[config.mk]
export PLATFORM = sky130hd
export DESIGN_NAME = bbt_ram
export DESIGN_NICKNAME = d
export VERILOG_FILES = /design/src/design/bbt_ram.sv
export SDC_FILE = /design/constraint.sdc
export NUM_CORES = 1
export LEC_CHECK = 0
export BUFFER_PORTS_ARGS = -buffer_cell sky130_fd_sc_hd__buf_2
export CAP_MARGIN = 20
export CORE_MARGIN = 4
export CORE_UTILIZATION = 45
export DETAILED_ROUTE_END_ITERATION = 8
export GPL_ROUTABILITY_DRIVEN = 0
export GPL_TIMING_DRIVEN = 0
export PLACE_DENSITY_LB_ADDON = 0.12
export SLEW_MARGIN = 5
export SYNTH_ARGS = -nofsm -noshare
export SYNTH_HDL_FRONTEND = slang
export SYNTH_SLANG_ARGS = --single-unit
[constraint.sdc]
create_clock -name clock -period 7 [get_ports clock]
set_input_delay 1.4 -clock clock [delete_from_list [all_inputs] [get_ports clock]]
set_output_delay 1.4 -clock clock [all_outputs]
set_load 0.02 [all_outputs]
[src/design/bbt_ram.sv]
// ----------------------------------------------------------------------------
// bbt_ram
// Generic single-write, single-read RAM with registered read data.
// ----------------------------------------------------------------------------
module bbt_ram #(
   parameter int WIDTH = 24,
   parameter int DEPTH = 64
) (
   input  logic                     clock,
   input  logic                     wr_en,
   input  logic [$clog2(DEPTH)-1:0] wr_addr,
   input  logic [WIDTH-1:0]         wr_data,
   input  logic                     rd_en,
   input  logic [$clog2(DEPTH)-1:0] rd_addr,
   output logic [WIDTH-1:0]         rd_data
);

   logic [WIDTH-1:0] mem_ff [DEPTH];
   logic [WIDTH-1:0] rd_data_ff;

   always_ff @(posedge clock) begin
      if (wr_en) begin
         mem_ff[wr_addr] <= wr_data;
      end
      if (rd_en) begin
         rd_data_ff <= mem_ff[rd_addr];
      end
   end

   assign rd_data = rd_data_ff;

endmodule

After elaboration in Yosys (flattened, before gate mapping)
Memory sizes are Yosys's and may differ from the RTL's. A register that Yosys moved wholly into a read port is not among the register bits.
Index checks and enable logic that the tools add are counted.

word-level totals
  bits of input ports = 39
  logic and storage cells = 3
  bits in writable memories = 1536
  memories kept = 1
  register bits after elaboration = 0
  output and inout bits = 24

cells by class
  multiplexer cells = 2

memories
  memory  words  width  read ports  clocked after Yosys merged registers in  write ports  line  RTL
  mem_ff  64     24     1           1                                        1            18    logic [WIDTH-1:0] mem_ff [DEPTH];

operator list
  kind               count
  1-bit two-way mux  2

Logic depth before layout (Yosys ltp)
  word-level depth = 2
  depth in mapped cells = 9
  gate-level depth less buffers = 5

Worst setup path after synthesis
Ideal clock, no wire load.

  path type = input-to-reg
  from = in wr_addr[3]
  to = mem mem_ff[48][0], enable pin
  arrival time = 3.562 ns
  stages = 4
  data required time = 6.565 ns
  path slack = 3.003 ns
  library setup time = 0.435 ns
  path through = clkbuf_1 -> nor2b_1 -> nand4b_1 -> nor3_1

RTL lines
  what         line  RTL
  from (decl)  11    input logic [$clog2(DEPTH)-1:0] wr_addr,
  to (decl)    18

Straight into the memory's write port.

==> run summary <==
Initial Util = 0.453
Post-synthesis register bit count = 1,560
DRC = 0
CTS max path bufs = 3
CTS resizes = 0
Syn Nets = 2,649
Launching point of the worst reg2reg path = mem_ff[55][21]
Power Total = 19.5 mW
CTS tree = yes
Critical Path AT = 5.12 ns
Hold Path End = rd_data[23]
DRT Wirelength = 162,000 µm
# hold bufs at CTS = 0
Average cell area after synthesis = 22.8 µm²
Area occupied by multi-input gates = 12,400 µm²
Row Count = 133
Mapped cell area = 59,500 µm²
I/O pins = 63
Power density cells = 283 nW/µm²
M3 GR Usage = 0.0760
Slew Limit Headroom = 0.131
Die height = 372 µm
Vias per Instance = 6.01
Outcome = completed
Met1 Usage GRT = 0.318
Cell depth of the worst min-delay path = 4
CTS root buf = clkbuf_16
CP endpoint kind = register
Most frequent cells in the layout = edfxtp_1, mux4_2, clkbuf_16, mux2i_1, buf_2
Final period utilization = 0.679
RSZ-0062 raised after global routing = false
FF/Latch Area = 46,800 µm²
Gr busiest metal = met2
Hpwl dp = 106,000 µm
Hold_sp = mem_ff[38][23]
Area Growth Syn to Fin = 15.6%
Core Util, Final = 0.523
FF-to-FF setup slack = 4.03 ns
Leak Pwr = 21.5 nW
Hold/Removal Path Class = register to register
Post-synth EDFFs = 1,560
DR iter-0 viols = 3,334
Seq/Total Area, Yosys = 0.787
Asr flop ratio synth = 0
Max-cap violations = 0
TritonCTS Buffers = 160
H-tree depth = 4
Via count = 28,800
Startpoint types = input port
Sink Count = 1,560
Reg2Reg Depth = 5
Worst vdd ir = 0.243 mV
Commonest non-fill, non-tap cell in the layout = edfxtp_1
Final antenna-violating net count = 0
CORE AREA = 131,000 µm²
Die X-Extent = 372 µm
WL per Instance = 33.8 µm
Clk Latency, worst-skew pair = 0.78 ns
Share of cells above drive strength 1 = 0.300
Fmax = 0.210 GHz
Worst slew pin tran = 1.30 ns
Aggregate negative setup slack = 0 ns
Final min period = 4.76 ns
Synth Warn # = 0
Final Hold Viols = 0
Layout fillers = 10,200
# Post-CTS Setup Buffers = 0
Vias in the first global route = 29,300
Worst setup startpoint = rd_addr[2]
Slew Viols, Final = 0
Pre-Repair DR Iteration Count = 5
Grt total ovfl = 0
Main synth FF type = edfxtp_1
Met2 GRT Util = 0.371
Post-synthesis cell type count = 39
# setup viols final = 0
Cells after synthesis = 2,610
Crit-path max FO = 10
Reg-to-reg endpoint = rd_data[21]
Largest net degree at the start of global routing = 65
Antenna violations before repair = 26
GRT Util Overall = 0.239
Number of I/O port buffers = 55
CTS clock-pin slew for the worst setup and hold paths = 0.06 ns
DIE AREA = 138,000 µm²
Clk_skew = 0.0191 ns
First-pass GRT wire length = 227,000 µm
WP data required = 7.36 ns
Kind of critical path = input port to register
Nets = 2,936
synthesized netlist by cell type (9+ instances only):
| cell | instances | area share |
|---|---|---|
| buf_1 | 13 | 0.00082 |
| clkbuf_1 | 44 | 0.0028 |
| or3_1 | 10 | 0.0011 |
| o21a_1 | 13 | 0.0016 |
| mux4_2 | 355 | 0.13 |
| a221oi_1 | 52 | 0.0076 |
| mux2_2 | 53 | 0.010 |
| edfxtp_1 | 1560 | 0.79 |
| a31oi_1 | 13 | 0.0014 |
| nor2_1 | 80 | 0.0050 |
| nand2_1 | 36 | 0.0023 |
| mux2i_1 | 95 | 0.016 |
| nand3_1 | 20 | 0.0017 |
| a22oi_1 | 29 | 0.0037 |
| a21oi_1 | 22 | 0.0018 |
| buf_4 | 31 | 0.0039 |
| buf_2 | 45 | 0.0038 |
| nor2b_1 | 9 | 0.00095 |
| o22ai_1 | 53 | 0.0056 |
| o21ai_0 | 12 | 0.0010 |
| and3_1 | 16 | 0.0017 |
final cells by class:
type / count / area share
flip-flops and latches: 1560 / 0.681
repair buffers: 125 / 0.0246
clock inverters: 91 / 0.0100
inverters: 2 / 0.000109
well taps: 1755 / 0.0319
clock buffers: 200 / 0.0610
diodes: 11 / 0.000400
multi-input cells: 906 / 0.180
plain buffers: 142 / 0.0112
registers in the layout (all words and copies together) (netlist names):
| signal | count |
|---|---|
| mem_ff | 1536 |
| rd_data | 24 |
critical path, stage by stage:
cell and delay [ns]:
buf_2 0.22, buf_2 0.55, buf_2 0.59, buf_2 0.51, buf_2 0.45, nand2_1 0.30
o22ai_1 0.53, o21ai_0 0.53
how the worst max path moves through the flow:
stage / depth (start not counted) / endpoint / slack, ns
global route: 9 / rd_data[14] / 2.19
finish: 8 / rd_data[12] / 2.24
detailed placement: 9 / rd_data[13] / 1.54
floorplan: 4 / mem_ff[48][0] / 3.00
global placement: 3 / mem_ff[48][13] / 1.27
CTS: 9 / rd_data[13] / 2.38
power breakdown:
group	internal [mW]	switching (mW)	leakage [nW]
Clock	4.52	3.51	2.39
Combinational	0.366	0.725	5.02
Sequential	10.4	0.0211	14.1
Total	15.2	4.25	21.5
per-stage QoR:
step	cell area, µm²	hold WS (ns)	instances	setup slack, ns
floorplan	59500	0.849	2610	3.00
global placement	62000	0.918	4420	1.27
CTS	68700	0.929	4770	2.38
global route	68800	0.981	4781	2.19
finish	68800	0.936	4792	2.24
detailed placement	63800	0.916	4479	1.54
routing by layer:
layer  part of all wire  wire length [µm]
met2               0.47             76800
met3              0.095             15400
met5            0.00018                29
met4              0.038              6180
met1               0.39             63600
cells by family after synthesis:
logic type,after synthesis,synth area share
buffers and inverters,144,0.0131
AO/OA/AOI/OAI,207,0.0243
flip-flops,1560,0.787
AND/OR/NAND/NOR,196,0.0155
multiplexers,503,0.160
Power figures use the tool's default switching activity.
