===== config.mk =====
export PLATFORM = sky130hd
export DESIGN_NAME = bbt_sqrt_serial
export DESIGN_NICKNAME = d
export VERILOG_FILES = /design/src/design/bbt_pkg.sv /design/src/design/bbt_sqrt_serial.sv
export SDC_FILE = /design/constraint.sdc
export NUM_CORES = 1
export LEC_CHECK = 0
export CAP_MARGIN = 20
export CORE_MARGIN = 8
export CORE_UTILIZATION = 45
export CTS_CLUSTER_SIZE = 12
export DETAILED_ROUTE_END_ITERATION = 7
export DONT_BUFFER_PORTS = 1
export REMOVE_ABC_BUFFERS = 1
export SYNTH_ARGS = -nofsm -noshare
export SYNTH_HDL_FRONTEND = slang
export SYNTH_SLANG_ARGS = --single-unit

===== constraint.sdc =====
create_clock -name clock -period 27.8 [get_ports clock]
set_input_delay 5.56 -clock clock [delete_from_list [all_inputs] [get_ports clock]]
set_output_delay 5.56 -clock clock [all_outputs]
set_load 0.02 [all_outputs]

===== src/design/bbt_pkg.sv =====
// ----------------------------------------------------------------------------
// bbt_pkg
// Shared widths, register codes and unit status type for the band tracker.
// ----------------------------------------------------------------------------
package bbt_pkg;

   localparam int PRICE_W       = 24;
   localparam int N_W           = 7;
   localparam int BF_W          = 16;
   localparam int BF_FRAC       = 12;
   localparam int FRACTION_BITS = 8;
   localparam int SUM_W         = PRICE_W + N_W;
   localparam int PSQ_W         = 2 * PRICE_W;
   localparam int SQ_W          = PSQ_W + N_W;
   localparam int VAR_W         = 2 * SUM_W;
   localparam int ROOT_W        = (VAR_W + 2 * FRACTION_BITS) / 2;
   localparam int DVD_W         = ROOT_W;
   localparam int OFS_W         = BF_W + ROOT_W - BF_FRAC;
   localparam int MID_W         = 32;
   localparam int UPPER_W       = 37;
   localparam int LOWER_W       = 38;
   localparam int CSR_IDX_W     = 1;

   localparam logic [CSR_IDX_W-1:0] CSR_WINDOW_LENGTH = 1'b0;
   localparam logic [CSR_IDX_W-1:0] CSR_BAND_FACTOR   = 1'b1;

   localparam logic [N_W-1:0]  WINDOW_LENGTH_RESET = 7'd20;
   localparam logic [BF_W-1:0] BAND_FACTOR_RESET   = 16'd8192;

   typedef struct packed {
      logic busy;
      logic done;
   } unit_status_type;

endpackage


===== src/design/bbt_sqrt_serial.sv =====
// ----------------------------------------------------------------------------
// bbt_sqrt_serial
// Integer square root, one root bit per cycle from two radicand bits.
// ----------------------------------------------------------------------------
module bbt_sqrt_serial
   import bbt_pkg::*;
#(
   parameter int RT_BITS = 39
) (
   input  logic                   clock,
   input  logic                   reset,
   input  logic                   start,
   input  logic [2*RT_BITS-1:0]   radicand,
   output unit_status_type        status,
   output logic [RT_BITS-1:0]     root
);

   localparam int RAD_W = 2 * RT_BITS;
   localparam int REM_W = RT_BITS + 3;
   localparam int CNT_W = $clog2(RT_BITS);
   localparam logic [CNT_W-1:0] LAST = CNT_W'(RT_BITS - 1);

   logic [RAD_W-1:0]   rad_ff;
   logic [REM_W-1:0]   rem_ff, rem_in;
   logic [RT_BITS-1:0] root_ff, root_in;
   logic [CNT_W-1:0]   cnt_ff;
   logic               busy_ff, done_ff;
   logic [REM_W-1:0]   shifted, trial;
   logic               take;

   always_comb begin
      shifted = {rem_ff[REM_W-3:0], rad_ff[RAD_W-1 -: 2]};
      trial   = {1'b0, root_ff, 2'b01};
      take    = shifted >= trial;
      rem_in  = take ? (shifted - trial) : shifted;
      root_in = {root_ff[RT_BITS-2:0], take};
   end

   always_ff @(posedge clock) begin
      if (reset) begin
         busy_ff <= 1'b0;
         done_ff <= 1'b0;
         cnt_ff  <= '0;
      end else begin
         done_ff <= 1'b0;
         if (start) begin
            busy_ff <= 1'b1;
            cnt_ff  <= '0;
            rad_ff  <= radicand;
            rem_ff  <= '0;
            root_ff <= '0;
         end else if (busy_ff) begin
            rad_ff  <= {rad_ff[RAD_W-3:0], 2'b00};
            rem_ff  <= rem_in;
            root_ff <= root_in;
            cnt_ff  <= cnt_ff + 1'b1;
            if (cnt_ff == LAST) begin
               busy_ff <= 1'b0;
               done_ff <= 1'b1;
            end
         end
      end
   end

   assign status.busy = busy_ff;
   assign status.done = done_ff;
   assign root        = root_ff;

endmodule


Word-level counts from Yosys, hierarchy flattened
Index checks and enable logic that the tools add are counted.
- add/sub/neg operators: 2
- order comparisons: 1
- equal/unequal tests: 1
- mux-type cells: 9
- bitwise logic cells: 2
- reduce and logical (&&, ||, !) cells: 4
- operator list (kind ; number):
    $mux 78 ; 2
    $mux 40 ; 2
    $ge 42x41->1 ; 1
    $sub 40x40->40 ; 1
    $mux 39 ; 1
    $add 6x1->6 const B ; 1
    $eq 6x6->1 const B ; 1
    $mux 1 ; 4
    $reduce_or 3->1 ; 1
    $not 1->1 ; 2
    $reduce_and 2->1 ; 1
    $reduce_bool 2->1 ; 1
    $reduce_or 2->1 ; 1
- register bits after elaboration: 165
- bits of input ports: 81
- output and inout port bits: 41

Logic depth before layout (Yosys ltp)
Gate-level depths: netlist (run 1).
- word-level depth: 4
- gate-level depth with buffers: 14
- mapped depth without buffers: 11

Worst setup path before layout (run 1)
Ideal clock, no wire load.
- path kind: input port to flip-flop
- start: in start
- end: reg rad_ff[0], enable pin
- arrival time: 13.797 ns
- setup slack: 13.274 ns
- stages on the path: 4
- cells stage by stage: clkbuf_1 -> clkbuf_1 -> inv_1 -> a21oi_1
- cells in the longest elaborated chain, start to end: 2
- RTL lines (what ; line ; RTL):
    start, declared ; bbt_sqrt_serial.sv:12 ; input logic start,
    $reduce_bool 2->1 (no source line) ; - ;
    $reduce_and 2->1 (no source line) ; - ;
    end signal, assigned ; bbt_sqrt_serial.sv:49 ; rad_ff <= radicand;
    end signal, assigned ; bbt_sqrt_serial.sv:53 ; rad_ff <= {rad_ff[RAD_W-3:0], 2'b00};
    end, declared ; bbt_sqrt_serial.sv:23 ; logic [RAD_W-1:0] rad_ff;
No other way between the ends.
A chain may end at the register's enable or synchronous reset.

Worst setup path after layout (run 1)
- start: in start
- end: reg root_ff[31] (netlist: root[31]), enable pin
- cells in the longest elaborated chain, start to end: 2
- RTL lines (what ; line ; RTL):
    $reduce_bool 2->1 (no source line) ; - ;
    $reduce_and 2->1 (no source line) ; - ;
    end signal, assigned ; bbt_sqrt_serial.sv:55 ; root_ff <= root_in;
    end, declared ; bbt_sqrt_serial.sv:25 ; logic [RT_BITS-1:0] root_ff, root_in;
No other way between the ends.

==> metrics.txt, run 1 <==
EDFF count, synth=roughly 160; CTS Buffer Depth=2; leakage=3.67 nW; DR vias/cell=about 5.6; first-pass GRT wire length=roughly 30 mm; final period utilization=29.0%; P_int=about 500 uW; Mean Syn Cell Area=approximately 11 um^2; H-tree levels=4; largest net degree at the start of global routing=approximately 160; initial antenna violation count=6; Worst setup SP type=input port; Crit path arrival time=a little over 8 ns; die height=between 150 and 200 um; placed wire-length estimate=around 13 mm; DRT antenna net count=0; RePlAce Congestion=roughly 0.86; Synth cell types=55; CTS tree=done; Design Area, Final=about 9800 um^2; clock share of power=~37%; max cap viols=0; Crit. Startpoint=start; Buffers on Ports=0; CP Max Fanout=160; DRT Wirelength=roughly 18 mm; cell area after synthesis=roughly 9000 um^2; setup TNS=0 ns; hold path start=cnt_ff[5]; CTS buffer count=17; # rows=51; die area=roughly 25000 um^2; WS Path Type=input port to flop; Psw=between 150 and 200 uW; Largest delay share family, worst path=buffers and inverters; maximum clock rate=124 MHz; outcome=finished, final reports clean; hold-fix buffers at CTS=0; most common cell after layout, fill and taps aside=edfxtp_1; PD cells=between 70 and 80 nW/um^2; Area Growth Syn to Fin=9.15%; Sequential Power Share=roughly 45%; Setup violations, final=0; Post-Layout Cell Count=roughly 1100; slowest cell delay on critical path=0.87 ns; layout cells sized above 1=between 10% and 20%; Worst-Skew Late Latency=0.42 ns; Post-Place Cells=between 1000 and 1500; # clock sinks=approximately 170; vias in the first global route=5969; Post-CTS Resized=0; CP endpoint kind=flop; Pre-antenna DRT Iters=5; Synth area leader=edfxtp_1; Post-route DRC=0; WP data required=~28 ns; initial core utilization=between 40 and 50%; total core area=roughly 20000 um^2; post-synth top area share=between 50 and 60%; fin nets=around 900; vias post-DR=~5900; Final min period=between 8 and 9 ns; Worst path slowest cell=buf_4; Yosys reg bits=around 170; Post CTS Setup Buffer Count=0; RSZ-0062 raised after global routing=no; Hold Violations, Final=0; Post-DP Area=9160 um^2; yosys warns=0; peak supply drop=0.0478 mV; Synth Flop Type=edfxtp_1; Comb power frac=18.1%; Mapped Cells=between 700 and 800; switching share of power=27.3%; worst-path cell chain=inv_1 -> a21oi_4 -> buf_4 -> buf_4; Iteration-0 DRC Markers=a little under 400; async set or reset register ratio after synthesis=0%; Crit path buffers/inverters=3; Clock Skews=around 0.0099 ns; Reg-to-Reg Start=root[0]; most frequent cells in the layout=edfxtp_1 (157), mux2_2 (76), nor2_1 (76); Wirelength per Cell=approximately 18 um; Hold Crit Class=flop to flop; root buffer cell=clkbuf_16; Die X=around 160 um; Max transition margin=34.2%; fin. max-slew vios=0; sequential share of the synthesized area=54.3%; Synth area leaders=edfxtp_1 (52%), mux2_2 (9.5%), ha_1 (6.0%); CP most frequent cell=buf_4; grt ovf=0; I/O pin cnt=122; Reg clk slew, reported paths=around 0.070 ns; worst-margin pin slew=just under 1 ns; Overall Global Routing Usage=roughly 15%
-- worst paths after layout --
kind	endpoint	slack (ns)	depth (start not counted)
min reg2reg	done_ff	0.50	2
max	root[31]	19.74	4
min	done_ff	0.50	2
max reg2reg	rem_ff[32]	24.00	11
-- cells in the mapped netlist, types with 4 or more instances --
cell / instances
xor2_1: 16
nand4_1: 16
nand3_1: 16
edfxtp_1: 157
nand2b_1: 7
o21bai_1: 4
o211ai_1: 7
dfxtp_1: 8
a21oi_1: 65
a31oi_1: 10
nor3_1: 6
a211oi_1: 14
mux2_2: 76
clkbuf_1: 33
o21a_1: 5
inv_1: 52
and3_1: 4
a21o_1: 18
nor2_1: 76
xnor2_1: 19
buf_2: 5
nand2_1: 74
ha_1: 43
and2_1: 4
o21ai_0: 20
-- power groups by stage --
stage          combinational [mW]  clock, mW  sequential (mW)
6_report                    0.125      0.257            0.310
5_1_grt                     0.141      0.272            0.312
4_1_cts                     0.126      0.264            0.310
3_5_place_dp                0.125          0            0.316
3_3_place_gp                0.123          0            0.315
2_1_floorplan               0.101          0            0.316
-- layer usage --
metal  up-vias  global-route usage [%]  part of all wire [%]
met1      2823                    17.4                    42
met3        29                    7.60                   9.1
met2       147                    24.7                    48
met4         8                    4.31                   1.2
li1       2848                       -                     -
met5         -                       0                  0.27
-- per-stage QoR --
step | hold slack (ns) | worst slack [ns] | util, % | total power, mW
global placement | 0.469 | 19.67 | 46.9 | 0.438
finish | 0.500 | 19.74 | 50.2 | 0.692
global route | 0.549 | 19.83 | 50.2 | 0.725
floorplan | 0.458 | 13.81 | - | 0.416
detailed placement | 0.494 | 19.55 | 46.9 | 0.441
CTS | 0.504 | 20.01 | 50.2 | 0.700
-- state kept, by name, summed over array words and instances, names as in the netlist --
signal   count
rad_ff      78
rem_ff      40
root        39
cnt_ff       6
busy_ff      1
done_ff      1
-- kinds of logic (layout without fill, tap and decap cells) --
kind of cell,Yosys count,after routing,share of synthesized area [%]
adders and majority gates,43,43,5.99
buffers and inverters,98,87,4.32
and+or+nand+nor,215,215,10.6
AOI/OAI and AO/OA,166,166,11.9
other,0,2,0
muxes,76,76,9.53
DFF,165,165,54.3
xor gates and xnor gates,35,35,3.41
-- area by class of cell --
cell class                 instances  area, um^2
fill                            1767        9720
sequential                       165        4870
multi-input combinational        535        3730
clock buffer                      18         429
tap                              265         332
clock inverter                    14         213
inverter                          52         195
timing repair buffer               3        22.5
antenna                            2        5.00
-- worst min-delay path: cells and delay by family, from the launching register on --
kind | cells | cell delay, ns
simple gates | 2 | 0.14
flops | 1 | 0.32
No activity file was read; power rests on OpenSTA's default activity.
==> inputs of run 2 (changes only) <==
ABC_AREA = 1   (was not set)
clock period = 8.1 ns   (was 27.8 ns; I/O delays follow)
==> run 2 against run 1 <==
Against the previous run:
- sequential power increased to 3.4 times the previous value
- final area grew 13%
- first-iteration DRC count rose by 21%
- wire length up 32%
- die area rose by 12%
- clock-buffer cell count is 1 lower
- sequential share of layout area down 5.6 points
- hold slack improved by 0.0088 ns
- non-clock buffer count rose by 1
- core utilization decreased by 1.1 points
- setup slack got worse by 15 ns
- final cell count rose by 57%
==> metrics.txt, run 2 <==
yosys warns=0 (unchanged); fin. max-slew vios=0 (unchanged); initial antenna violation count=0 (was 6); RePlAce Congestion=0.952 (was 0.859); Final min period=between 3 and 4 ns; initial core utilization=45.5% (was 46.0%); number of flip-flops in the largest register=78 (unchanged); Worst-Skew Late Latency=0.44 ns (was 0.42 ns); Post-route DRC=0 (unchanged); total core area=22500 um^2 (was 19500 um^2); hold-fix buffers at CTS=0 (unchanged); Overall Global Routing Usage=17.8% (was 15.2%); Crit path arrival time=3.69 ns (was 8.10 ns); setup TNS=0 ns (unchanged); Psw=805 uW (was 189 uW); DR vias/cell=4.83 (was 5.56); async set or reset register ratio after synthesis=0% (unchanged); die area=27800 um^2 (was 24700 um^2); switching share of power=33.3% (was 27.3%); DRT Wirelength=24.5 mm (was 18.5 mm); grt ovf=0 (unchanged); Synth Flop Type=edfxtp_1 (unchanged); EDFF count, synth=157 (unchanged); CTS buffer count=17 (unchanged); Synth area leaders=edfxtp_1 (46%), nand2_1 (21%), inv_1 (7.3%) (was edfxtp_1 (52%), mux2_2 (9.5%), ha_1 (6.0%)); WP data required=8.15 ns (was 27.84 ns); Synth Area in Simple Gates=31.9% (was 10.6%); CTS Buffer Depth=2 (unchanged); Crit. Startpoint=start (unchanged); CTS tree=done (unchanged); peak supply drop=0.134 mV (was 0.0478 mV); Post CTS Setup Buffer Count=0 (unchanged); Clock Skews=0.0252 ns (was 0.00993 ns); Mean Syn Cell Area=7.50 um^2 (was 11.3 um^2); adder-cell share of the synthesized area=5.26% (was 5.99%); Buffers on Ports=0 (unchanged); sequential share of the synthesized area=47.6% (was 54.3%); Fillers=2257 (was 1767); leakage=5.46 nW (was 3.67 nW); dominant cell by count in the synthesized netlist=nand2_1 (was edfxtp_1); Iteration-0 DRC Markers=466 (was 386); worst-margin pin slew=0.824 ns (was 0.987 ns); Post-synth top cells=nand2_1 (584), inv_1 (200), nor2_1 (175), edfxtp_1 (157), ha_1 (43) (was edfxtp_1 (157), mux2_2 (76), nor2_1 (76), nand2_1 (74), a21oi_1 (65)); PD cells=219 nW/um^2 (was 70.6 nW/um^2); P_int=1.61 mW (was 504 uW); cell area after synthesis=10200 um^2 (was 8980 um^2); vias post-DR=7978 (was 5855); n_diodes=0 (was 2); first-pass GRT wire length=39.7 mm (was 30.0 mm); RSZ-0062 raised after global routing=no (unchanged); Most flops, register=rad_ff (unchanged); DRT antenna net count=0 (unchanged); I/O pin cnt=122 (unchanged); # rows=55 (was 51); largest net degree at the start of global routing=120 (was 161); Max transition margin=45.1% (was 34.2%); hold path start=rad_ff[74] (was cnt_ff[5]); complex-gate fraction of the synthesized area=4.02% (was 11.9%); root buffer cell=clkbuf_16 (unchanged); Post-CTS Resized=0 (unchanged); layout cells sized above 1=4.90% (was 15.2%); Synth area leader=edfxtp_1 (unchanged); vias in the first global route=7789 (was 5969); Design Area, Final=11100 um^2 (was 9810 um^2); Die X=167 um (was 157 um); CP endpoint kind=flop (unchanged); Area Growth Syn to Fin=8.03% (was 9.15%); die height=167 um (was 157 um); maximum clock rate=between 200 and 300 MHz; Mapped Cells=1365 (was 798); multiplexer share of the synthesized area=0% (was 9.53%); Yosys reg bits=165 (unchanged); max cap viols=0 (unchanged); Pre-antenna DRT Iters=5 (unchanged); H-tree levels=4 (unchanged); Reg-to-Reg Start=root[26] (was root[0]); Hold Violations, Final=0 (unchanged); CP Max Fanout=119 (was 160); Wirelength per Cell=14.8 um (was 17.5 um); most frequent cells in the layout=nand2_1 (584), inv_1 (200), nor2_1 (175) (was edfxtp_1 (157), mux2_2 (76), nor2_1 (76)); Post-Synth XOR/XNOR Area=1.97% (was 3.41%); outcome=finished, final reports clean (unchanged); Hold Crit Class=flop to flop (unchanged); multi-input logic area=4430 um^2 (was 3730 um^2); Reg clk slew, reported paths=0.07 ns (about the same); Worst setup SP type=input port (unchanged); Synth cell types=33 (was 55); fin nets=1478 (was 898); Sequential Power Share=44.0% (was 44.7%); Post-DP Area=10400 um^2 (was 9160 um^2); placed wire-length estimate=18.3 mm (was 12.7 mm); largest family of logic cells by synthesized area=simple AND/OR/NAND/NOR gates (was compound AO/OA/AOI/OAI gates); clock share of power=34.0% (was 37.1%); post-synth top area share=46.1% (was 52.5%); FF+latch area=4870 um^2 (unchanged); final period utilization=~45%; Setup violations, final=0 (unchanged); Comb power frac=22.0% (was 18.1%); most common cell after layout, fill and taps aside=nand2_1 (was edfxtp_1); WS Path Type=input port to flop (unchanged); # clock sinks=165 (unchanged)
[run 2: changes by cell type in the layout (fill, tap and decap cells not counted), sizes merged, moves of 8 or more]
| cell | delta |
|---|---|
| a211oi | -16 |
| a21o | -18 |
| a21oi | -35 |
| inv | +148 |
| mux2 | -76 |
| nand2 | +515 |
| nand3 | +11 |
| nand3b | +8 |
| nand4 | -10 |
| nor2 | +108 |
| o21ai | +13 |
| xnor2 | -17 |
[run 2: power by group through the flow]
| stage | registers [mW] | logic (mW) | clock network [mW] |
|---|---|---|---|
| 2_1_floorplan | 1.09 | 0.407 | 0 |
| 3_3_place_gp | 1.08 | 0.530 | 0 |
| 3_5_place_dp | 1.08 | 0.534 | 0 |
| 5_1_grt | 1.07 | 0.615 | 0.870 |
| 6_report | 1.06 | 0.532 | 0.821 |
| 4_1_cts | 1.06 | 0.537 | 0.842 |
[run 2: worst max-delay path: stages]
cell	delay, ns
clkinv_2	0.45
a21oi_4	0.31
buf_4	0.55
buf_4	0.67
[run 2: final cells by class]
type	count	area share, %
sequential	165	44.1
multi-input combinational	964	40.0
inverter	202	6.87
clock buffer	17	3.85
tap	285	3.23
clock inverter	15	1.66
timing repair buffer	4	0.272
[run 2: layer usage]
metal  global-route usage, %  vias to the layer above  routed length, um
li1                        -                     4204                  -
met1                    22.6                     3614              11400
met2                    30.2                      144              11600
met3                    4.52                       16               1220
met4                    3.96                        0                237
met5                       0                        -                  0
[run 2: logic make-up (layout without fill, tap and decap cells)]
| family | after synthesis | after routing |
|---|---|---|
| buffers and inverters | 236 | 238 |
| AND/OR/NAND/NOR | 824 | 824 |
| adder cells (fa/ha/maj) | 43 | 43 |
| flip-flops | 165 | 165 |
| AO/OA/AOI/OAI | 74 | 74 |
| XOR/XNOR | 23 | 23 |
[run 2: final timing paths]
check | cells past startpoint | endpoint | slack, ns
worst min-delay path | 2 | rad_ff[76] | 0.51
worst max-delay path | 4 | rem_ff[29] | 4.47
worst max register to register | 13 | rem_ff[26] | 4.72
worst min register to register | 2 | rad_ff[76] | 0.51
[run 2: through the flow]
| step | utilization, % | power [mW] | worst slack, ns | hold WS, ns | instances |
|---|---|---|---|---|---|
| 3_5_place_dp | 46.4 | 1.62 | 3.97 | 0.499 | 1620 |
| 5_1_grt | 49.1 | 2.56 | 4.28 | 0.527 | 1652 |
| 2_1_floorplan | - | 1.49 | -2.71 | 0.475 | 1331 |
| 4_1_cts | 49.1 | 2.44 | 4.42 | 0.511 | 1652 |
| 3_3_place_gp | 46.4 | 1.61 | 3.99 | 0.490 | 1620 |
| 6_report | 49.1 | 2.42 | 4.47 | 0.509 | 1652 |
