--- src/design/bbt_pkg.sv ---
// ----------------------------------------------------------------------------
// bbt_pkg
// Shared widths, register codes and unit status type for the band tracker.
// ----------------------------------------------------------------------------
package bbt_pkg;

   localparam int PRICE_W       = 24;
   localparam int N_W           = 7;
   localparam int BF_W          = 16;
   localparam int BF_FRAC       = 12;
   localparam int FRACTION_BITS = 8;
   localparam int SUM_W         = PRICE_W + N_W;
   localparam int PSQ_W         = 2 * PRICE_W;
   localparam int SQ_W          = PSQ_W + N_W;
   localparam int VAR_W         = 2 * SUM_W;
   localparam int ROOT_W        = (VAR_W + 2 * FRACTION_BITS) / 2;
   localparam int DVD_W         = ROOT_W;
   localparam int OFS_W         = BF_W + ROOT_W - BF_FRAC;
   localparam int MID_W         = 32;
   localparam int UPPER_W       = 37;
   localparam int LOWER_W       = 38;
   localparam int CSR_IDX_W     = 1;

   localparam logic [CSR_IDX_W-1:0] CSR_WINDOW_LENGTH = 1'b0;
   localparam logic [CSR_IDX_W-1:0] CSR_BAND_FACTOR   = 1'b1;

   localparam logic [N_W-1:0]  WINDOW_LENGTH_RESET = 7'd20;
   localparam logic [BF_W-1:0] BAND_FACTOR_RESET   = 16'd8192;

   typedef struct packed {
      logic busy;
      logic done;
   } unit_status_type;

endpackage

--- src/design/bbt_div_serial.sv ---
// ----------------------------------------------------------------------------
// bbt_div_serial
// Restoring divider, one quotient bit per cycle, dividend shifted msb first.
// ----------------------------------------------------------------------------
module bbt_div_serial
   import bbt_pkg::*;
#(
   parameter int DVD_BITS = 39,
   parameter int DIV_BITS = 7
) (
   input  logic                clock,
   input  logic                reset,
   input  logic                start,
   input  logic [DVD_BITS-1:0] dividend,
   input  logic [DIV_BITS-1:0] divisor,
   output unit_status_type     status,
   output logic [DVD_BITS-1:0] quotient
);

   localparam int CNT_W = $clog2(DVD_BITS);
   localparam logic [CNT_W-1:0] LAST = CNT_W'(DVD_BITS - 1);

   logic [DVD_BITS-1:0] dvd_ff, dvd_in;
   logic [DIV_BITS:0]   rem_ff, rem_in;
   logic [DIV_BITS-1:0] dsr_ff;
   logic [CNT_W-1:0]    cnt_ff;
   logic                busy_ff, done_ff;
   logic [DIV_BITS:0]   trial;
   logic                take;

   always_comb begin
      trial  = {rem_ff[DIV_BITS-1:0], dvd_ff[DVD_BITS-1]};
      take   = trial >= {1'b0, dsr_ff};
      rem_in = take ? (trial - {1'b0, dsr_ff}) : trial;
      dvd_in = {dvd_ff[DVD_BITS-2:0], take};
   end

   always_ff @(posedge clock) begin
      if (reset) begin
         busy_ff <= 1'b0;
         done_ff <= 1'b0;
         cnt_ff  <= '0;
      end else begin
         done_ff <= 1'b0;
         if (start) begin
            busy_ff <= 1'b1;
            cnt_ff  <= '0;
            dvd_ff  <= dividend;
            dsr_ff  <= divisor;
            rem_ff  <= '0;
         end else if (busy_ff) begin
            dvd_ff <= dvd_in;
            rem_ff <= rem_in;
            cnt_ff <= cnt_ff + 1'b1;
            if (cnt_ff == LAST) begin
               busy_ff <= 1'b0;
               done_ff <= 1'b1;
            end
         end
      end
   end

   assign status.busy = busy_ff;
   assign status.done = done_ff;
   assign quotient    = dvd_ff;

endmodule

--- config.mk ---
export PLATFORM = sky130hd
export DESIGN_NAME = bbt_div_serial
export DESIGN_NICKNAME = d
export VERILOG_FILES = /design/src/design/bbt_pkg.sv /design/src/design/bbt_div_serial.sv
export SDC_FILE = /design/constraint.sdc
export NUM_CORES = 1
export LEC_CHECK = 0
export BUFFER_PORTS_ARGS = -buffer_cell sky130_fd_sc_hd__buf_4
export CORE_MARGIN = 5
export CORE_UTILIZATION = 45
export DETAILED_ROUTE_END_ITERATION = 16
export GPL_TIMING_DRIVEN = 0
export PLACE_DENSITY = 0.74
export SYNTH_ARGS = -nofsm -noshare
export SYNTH_HDL_FRONTEND = slang
export SYNTH_SLANG_ARGS = --single-unit
--- constraint.sdc ---
create_clock -name clock -period 2.75 [get_ports clock]
set_input_delay 0.1375 -clock clock [delete_from_list [all_inputs] [get_ports clock]]
set_output_delay 0.1375 -clock clock [all_outputs]
set_load 0.1 [all_outputs]
# Word-level counts from Yosys, hierarchy flattened
# Index checks and enable logic that the tools add are counted.
totals:
  out_inout_bits: 41
  wordCells: 25
  input_bits: 49
  reg_bits: 61
op_classes:
  n_eq_ne: 1
  bitwise_logic: 2
  mux: 8
  n_reduce_logical: 5
  addsub: 2
  order_cmp: 1
ops:
  columns: ["operator", "count"]
  rows:
  - ["2-to-1 mux 39 bit", 2]
  - ["2-to-1 mux 7 bit", 2]
  - [">= comparator 8 x 7 -> 1 bit", 1]
  - ["subtractor 7 bit", 1]
  - ["adder 6 x 1 -> 6 bit (second input constant)", 1]
  - ["== test 6 bit (second input constant)", 1]
  - ["2-to-1 mux 1 bit", 4]
  - ["AND reduction 2 bit", 2]
  - ["OR reduction 3 bit", 1]
  - ["NOT 1 bit", 2]
  - ["nonzero test 2 bit", 1]
  - ["OR reduction 2 bit", 1]

# Longest topological paths before layout
# Gate-level depths: netlist of the first run.
logic_depth:
  ltp_word: 4
  ltp_mapped: 8
  ltp_nobuf: 8

# Worst setup path before layout of the first run
# OpenSTA, ideal clock, no wires.
synth_timing:
  path_type: "input -> register"
  startpoint: "input port start"
  endpoint: "register dvd_ff[0] (netlist: quotient[0]), enable pin"
  setup_ns: 0.450
  n_path_buf: 2
  t_required_ns: 2.300
  stages: 4
  t_arrival_ns: 2.527
  path_slack_ns: -0.227
  cell_sequence: "buf_2 -> buf_2 -> nor2_1 -> nor2_1"
synth_via:
  elab_chain_cells: 2
synth_rtl:
  columns: ["item", "line", "text"]
  rows:
  - ["from (decl)", "bbt_div_serial.sv:13", "input logic start,"]
  - ["nonzero test 2 bit (no line)", null, null]
  - ["AND reduction 2 bit (no line)", null, null]
  - ["to (signal assigned)", "bbt_div_serial.sv:48", "dvd_ff <= dividend;"]
  - ["to (signal assigned)", "bbt_div_serial.sv:52", "dvd_ff <= dvd_in;"]
  - ["to (decl)", "bbt_div_serial.sv:23", "logic [DVD_BITS-1:0] dvd_ff, dvd_in;"]
# No other way between the ends.
# A chain may end at the register's enable or synchronous reset.

# Worst setup path in the final report of the first run
layout_timing:
  startpoint: "register dvd_ff[38] (netlist: quotient[38])"
  endpoint: "register rem_ff[6] (data pin)"
layout_via:
  elab_chain_cells: 3
  elab_cells_between_ends: 4
  cone_classes: "add/sub (1); order compare (1); mux (2)"
layout_rtl:
  columns: ["item", "line", "text"]
  rows:
  - ["subtractor 7 bit or >= comparator 8 x 7 -> 1 bit (tied branches)", "bbt_div_serial.sv:34, bbt_div_serial.sv:33", null]
  - ["2-to-1 mux 7 bit *", "bbt_div_serial.sv:34", "rem_in = take ? (trial - {1'b0, dsr_ff}) : trial;"]
  - ["2-to-1 mux 7 bit *", "bbt_div_serial.sv:51", "end else if (busy_ff) begin"]
  - ["to (signal assigned)", "bbt_div_serial.sv:53", "rem_ff <= rem_in;"]
  - ["to (decl)", "bbt_div_serial.sv:24", "logic [DIV_BITS:0] rem_ff, rem_in;"]
# Mark *: on every way between the ends. The rest lies on a longest branch, timed or not. The select of a mux whose other input is x is not followed.

==> results of run 1 <==
[synth_stat cells (2+ instances only)]
library cell  instances
o21ai_1               3
a21oi_1               7
or3_1                 2
mux2i_1               2
nor3_1                6
clkbuf_1              2
a211oi_1              3
nor2_1               12
xor2_1                3
o21a_1                3
mux2_2               29
dfxtp_1               8
nand3_1               4
inv_1                12
nand2_1               4
buf_4                 2
buf_2                 5
o21ai_0               3
nand4_1               3
mux2_1               10
edfxtp_1             53
ha_1                  9
xnor2_1               3
[worst max-delay path by stage]
stage / startpoint / endpoint / slack, ns / depth (start not counted)
finish: quotient[38] / rem_ff[6] / 0.60 / 8
global placement: start / quotient[20] / -0.32 / 5
detailed placement: quotient[38] / rem_ff[6] / 0.59 / 8
global route: quotient[38] / rem_ff[6] / 0.51 / 8
CTS: quotient[38] / rem_ff[6] / 0.59 / 8
floorplan: quotient[38] / rem_ff[6] / 0.02 / 8
[critical path, cell delays in order, from the launching register on]
cell and delay, ns:
edfxtp_1 0.39, inv_1 0.06, ha_2 0.18, fa_2 0.35, nand2b_4 0.16, o2bb2ai_4 0.16, a31o_4 0.26, and3_1 0.17
o21a_1 0.18
[metal layers]
metal  track usage [%]  part of all wire (%)  vias to the layer above
met4              7.44                   1.2                        0
li1                  -                     -                     1011
met5                 0                     0                        -
met2              26.8                    50                       69
met3              6.42                   9.1                        8
met1              19.8                    40                      982
[flip-flops by register name, indices dropped and copies added, names as in the netlist]
name      flops
quotient     39
dsr_ff        7
rem_ff        7
cnt_ff        6
busy_ff       1
done_ff       1
[cells by family after synthesis]
kind of cell | count (synthesis)
AOI/OAI and AO/OA | 29
xor gates and xnor gates | 6
adders and majority gates | 10
buffers and inverters | 23
DFF | 61
muxes | 41
and+or+nand+nor | 41
[power by group through the flow]
stage               logic (mW)  clock network, mW  registers [mW]
floorplan                0.248                  0            1.40
global placement         0.669                  0            1.14
detailed placement       0.689                  0            1.13
CTS                      0.698              0.674            1.12
global route             0.736              0.724            1.12
finish                   0.694              0.655            1.12
[layout by cell type, fill, tap and decap left out, types with 5 or more instances in the layout]
cell type	count
buf_4	91
buf_2	5
nor2_1	11
dfxtp_1	8
edfxtp_1	53
dlygate4sd3_1	7
clkbuf_8	9
a21oi_1	7
clkbuf_1	7
nor3_1	6
mux2_1	10
mux2_2	29
ha_1	8
inv_1	12
[final cells by class]
type | count | share of cell area, %
Buffer | 10 | 1.48
Clock buffer | 14 | 3.59
Clock inverter | 2 | 0.252
Inverter | 13 | 1.23
Multi-Input combinational cell | 127 | 27.6
Sequential cell | 61 | 44.1
Tap cell | 77 | 2.43
Timing Repair Buffer | 97 | 19.3
==> qor.yml, run 1 <==
run_status:
  outcome: "completed"
power:
  power-per-cell-area_mw_per_mm2: 621
  p_seq_share_pct: 45.3
  pwr-share-comb_pct: 28.2
  power_mw: 2.47
  p_clk_share_pct: 26.6
  power.internal_mw: 1.64
  leakage_nw: 1.60
  p_sw_share_pct: 33.3
  switchingPower_uw: 822
  ir_drop_uv: 394
sta:
  slew-limit-headroom_pct: 51.8
  fin_skew_ns: 0.00786
  finalSetupViolations: 0
  final-hold-violation-count: 0
  period_minus_slack_ns: 2.15
  post-route-period-util_pct: 78.2
  worstMarginPinSlew_ns: 0.721
  max_freq_ghz: 0.465
  drv_slew: 0
  rsz0062_at_grt: "false"
  tns_ns: 0
  hold_ws_ns: 0.0256
  finalWorstSetupSlack_ns: 0.599
placement:
  dp_cells: 378
  placed_area_mm2: 0.00375
  dp_hpwl_um: 4890
  gp_congestion: 0.763
  preCtsSetupSlack_ns: 0.587
  port_buffers: 89
layout:
  final_cells: 401
  seq_area_mm2: 0.00175
  syn2layout_area_growth_pct: 35.8
  diodes: 0
  n_fill_cell: 500
  multiInputGateArea_mm2: 0.00110
  final_util_pct: 62.5
  finalNetCount: 378
  drive_gt1_share_pct: 46.3
  final_area_mm2: 0.00397
cts:
  holdBufCountCts: 7
  root_buffer: "clkbuf_8"
  cts_tree: "done"
  cts_resized: 0
  cts.sinks: 61
  post_cts_buffers: 0
  insertion_delay_ns: 0.33
  cts_buffers: 9
  cts_max_level: 3
  clkTransAtPathRegs_ns: 0.07
  cts_max_path_buffers: 2
worst_hold_path:
  min_from: "reset"
  min_to: "busy_ff"
  hold_class: "in -> reg"
  min_path_cells: 2
logic_synthesis:
  synth_area_mm2: 0.00292
  synth_nets: 270
  synth_top_area_share_pct: 54.5
  ys_seq_area_share_pct: 59.9
  synthSimpleGateAreaFrac_pct: 7.15
  yosys_register_bits: 61
  synth-edff-count: 53
  synth.distinct_cells: 46
  avgSynthCellArea_um2: 13.9
  synth_compound_area_share_pct: 7.19
  synth-async-reset-ratio_pct: 0
  synth_area_leaders: "edfxtp_1, mux2_2, dfxtp_1"
  ys_warn_count: 0
  ys.flop_type: "edfxtp_1"
  synthCells: 211
  synth.area.mux_share_pct: 15.7
  synth-adder-area-share_pct: 4.54
  synth-xor-area-share_pct: 1.80
  synth_top_family_by_area: "multiplexers"
  synth_top_area_cell: "edfxtp_1"
flow_run:
  cap_violations: 0
detailed_routing:
  avgViaCountPerCell: 5.16
  drt-pass1-iter-count: 4
  drtIter0Drc: 74
  dr_total_vias: 2070
  drtAntennaViolNets: 0
  wl_per_cell_um: 16.3
  drc: 0
  drt-total-wl_um: 6540
critical_path:
  r2r_end: "rem_ff[6]"
  crit_path_end_kind: "flop"
  crit_fanout: 7
  r2r_slack_ns: 0.60
  critPathKind: "reg -> reg"
  rr_worst_depth: 8
  cp_data_required_time_ns: 2.84
  reg2reg_from: "quotient[38]"
  critPathArrivalTime_ns: 2.24
  setup.worst_path.start_class: "flop"
global_routing:
  grt_pass1_vias: 2252
  grt_pass1_wl_um: 10900
  antenna_found_initial: 0
  grt-ovfl-total: 0
  track_usage_pct: 16.7
  grt_max_degree: 25
floorplan:
  coreArea_mm2: 0.00635
  initial_core_util_pct: 46.0
  num_io_pins: 90
  dieWidth_um: 90.6
  die_h_um: 90.6
  rows: 29
  die-area_mm2: 0.00821
Power figures use the tool's default switching activity.
==> inputs of run 2 (changes only) <==
--- a/config.mk
+++ b/config.mk
@@ -5,12 +5,13 @@
 export SDC_FILE = /design/constraint.sdc
 export NUM_CORES = 1
 export LEC_CHECK = 0
+export ABC_AREA = 1
 export BUFFER_PORTS_ARGS = -buffer_cell sky130_fd_sc_hd__buf_4
 export CORE_MARGIN = 5
 export CORE_UTILIZATION = 45
 export DETAILED_ROUTE_END_ITERATION = 16
 export GPL_TIMING_DRIVEN = 0
-export PLACE_DENSITY = 0.74
+export PLACE_DENSITY = 0.71
 export SYNTH_ARGS = -nofsm -noshare
 export SYNTH_HDL_FRONTEND = slang
 export SYNTH_SLANG_ARGS = --single-unit
==> constraint.sdc (replaced) <==
create_clock -name clock -period 2 [get_ports clock]
set_input_delay 0.1 -clock clock [delete_from_list [all_inputs] [get_ports clock]]
set_output_delay 0.1 -clock clock [all_outputs]
set_load 0.1 [all_outputs]
==> run 2 against run 1 <==
Final cell count is 32% higher. Via count rose by 21%. Power is 43% higher. Maximum frequency grew 15%. Largest cell class unchanged. Cell area rose by 2.7%. Core utilization rose by 1.3 points. Largest power group unchanged.
==> qor.yml, run 2 <==
layout:
  drive_gt1_share_pct: 27.8
  mostFrequentLayoutCells: "nand2_1, buf_4, edfxtp_1"
  n_fill_cell: 547
  largest_register_ffs: 39
  finalNetCount: 507
  diodes: 0
  final_cells: 530
  syn2layout_area_growth_pct: 36.8
  mostFrequentLayoutCell: "nand2_1"
logic_synthesis:
  ys_top_cells_by_count: "nand2_1, edfxtp_1, inv_1, nor2_1, nand3_1"
  ys_seq_area_share_pct: 58.8
  ys_warn_count: 0
  synth_top_area_cell: "edfxtp_1"
  synthCells: 337
  synth_top_area_share_pct: 53.4
  yosys_register_bits: 61
  synth_nets: 396
  synth_area_mm2: 0.00298
  synth-async-reset-ratio_pct: 0
  synth.distinct_cells: 23
  synth-edff-count: 53
  synth_most_common_cell: "nand2_1"
  avgSynthCellArea_um2: 8.84
  ys.flop_type: "edfxtp_1"
  synth_area_leaders: "edfxtp_1, nand2_1, dfxtp_1"
sta:
  finalSetupViolations: 0
  hold_ws_ns: 0.0261
  rsz0062_at_grt: "false"
  period_minus_slack_ns: 1.87
  finalWorstSetupSlack_ns: 0.131
  worstMarginPinSlew_ns: 0.720
  slew-limit-headroom_pct: 51.9
  fin_skew_ns: 0.0104
  post-route-period-util_pct: 93.5
  final-hold-violation-count: 0
  max_freq_ghz: 0.535
  drv_slew: 0
floorplan:
  initial_core_util_pct: 46.7
  die-area_mm2: 0.00835
  num_io_pins: 90
  die_h_um: 91.4
  rows: 29
  coreArea_mm2: 0.00639
  dieWidth_um: 91.4
power:
  p_seq_share_pct: 43.5
  power-per-cell-area_mw_per_mm2: 867
  p_clk_share_pct: 29.6
  switchingPower_mw: 1.21
  leakage_nw: 1.98
  ir_drop_uv: 459
  pwr-share-comb_pct: 26.9
  power_mw: 3.54
  power.internal_mw: 2.33
  p_sw_share_pct: 34.2
cts:
  insertion_delay_ns: 0.34
  cts_max_level: 3
  root_buffer: "clkbuf_8"
  cts.sinks: 61
  clkTransAtPathRegs_ns: 0.07
  cts_buffers: 9
  cts_tree: "done"
  cts_max_path_buffers: 2
placement:
  port_buffers: 88
  dp_cells: 503
  gp_congestion: 0.818
  preCtsSetupSlack_ns: 0.0658
  dp_hpwl_um: 5160
detailed_routing:
  drtAntennaViolNets: 0
  dr_total_vias: 2513
  drtIter0Drc: 74
  drt-pass1-iter-count: 4
  wl_per_cell_um: 13.5
  drt-total-wl_um: 7130
  avgViaCountPerCell: 4.74
  drc: 0
critical_path:
  setup.worst_path.start_class: "flop"
  crit_path_end_kind: "flop"
  crit_fanout: 7
  critPathArrivalTime_ns: 2.06
  cp_data_required_time_ns: 2.19
  critPathKind: "reg -> reg"
flow_run:
  cap_violations: 0
global_routing:
  grt_pass1_vias: 2371
  grt_max_degree: 29
  grt_pass1_wl_um: 11300
  track_usage_pct: 16.9
  grt-ovfl-total: 0
  antenna_found_initial: 0
worst_hold_path:
  hold_class: "in -> reg"
run_status:
  outcome: "completed"
==> run 2: stage by stage <==
stage / utilization [%] / cell area (µm²) / TNS (ns)
after floorplan: - / 3000 / -2.99
after CTS: 63.3 / 4040 / 0
final: 63.9 / 4080 / 0
after detailed placement: 59.1 / 3770 / 0
after global routing: 63.9 / 4080 / 0
after global placement: 58.8 / 3750 / -7.60
==> run 2: final cells by class <==
cell class / count / area (µm²) / area share, %
Multi-Input combinational cell: 229 / 1070 / 26.2
Clock inverter: 3 / 16.3 / 0.399
Tap cell: 77 / 96.3 / 2.36
Timing Repair Buffer: 100 / 783 / 19.2
Buffer: 13 / 63.8 / 1.56
Sequential cell: 61 / 1750 / 43.0
Inverter: 34 / 128 / 3.13
Clock buffer: 13 / 170 / 4.17
==> run 2: path summary, 6_finish.rpt <==
check	end	from	cells past startpoint	slack (ns)
hold / removal	quotient[21]	dividend[21]	3	0.03
hold reg to reg	cnt_ff[5]	cnt_ff[5]	1	0.47
setup / recovery	rem_ff[4]	dsr_ff[0]	11	0.13
setup reg to reg	rem_ff[4]	dsr_ff[0]	11	0.13
==> run 2: worst max-delay path: stages (launching register included) <==
cell and delay, ns:
edfxtp_1 0.41, ha_2 0.22, fa_2 0.36, inv_2 0.07, nand2_1 0.04, nand2_1 0.07, nand2_1 0.09, nand2_1 0.11
nand2_4 0.09, nand3_1 0.08, nand2_1 0.06, nor2_1 0.13
==> run 2: cell families (layout without fill, tap and decap cells) <==
| group | after synthesis | count (layout) | share of synthesized area, % |
|---|---|---|---|
| AND/OR/NAND/NOR | 204 | 204 | 27.2 |
| adder cells (fa/ha/maj) | 10 | 10 | 4.45 |
| buffers and inverters | 47 | 163 | 6.42 |
| flip-flops | 61 | 61 | 58.8 |
| XOR/XNOR | 2 | 2 | 0.588 |
| AO/OA/AOI/OAI | 13 | 13 | 2.56 |
==> run 2: repair_timing <==
| action | in CTS | in global routing |
|---|---|---|
| hold endpoints to repair | 9 | 0 |
| hold buffers | 8 | 0 |
| endpoints found under the setup margin | 0 | 8 |
| resized for setup | 0 | 4 |
| buffers inserted | 0 | 3 |
==> run 2: layer usage <==
layer,global-route usage [%],up-vias,part of all wire [%]
met3,4.71,14,5.1
met2,27.2,71,49
met5,0,-,0
met1,21.1,1134,44
li1,-,1294,-
met4,7.46,0,1.7
==> run 2: power by group through the flow <==
stage                     Sequential, mW  Combinational [mW]  Clock [mW]
after global routing                1.55                1.02        1.12
after global placement              1.56               0.902           0
final                               1.54               0.953        1.05
after detailed placement            1.56               0.922           0
after floorplan                     1.93               0.318           0
after CTS                           1.54               0.936        1.06
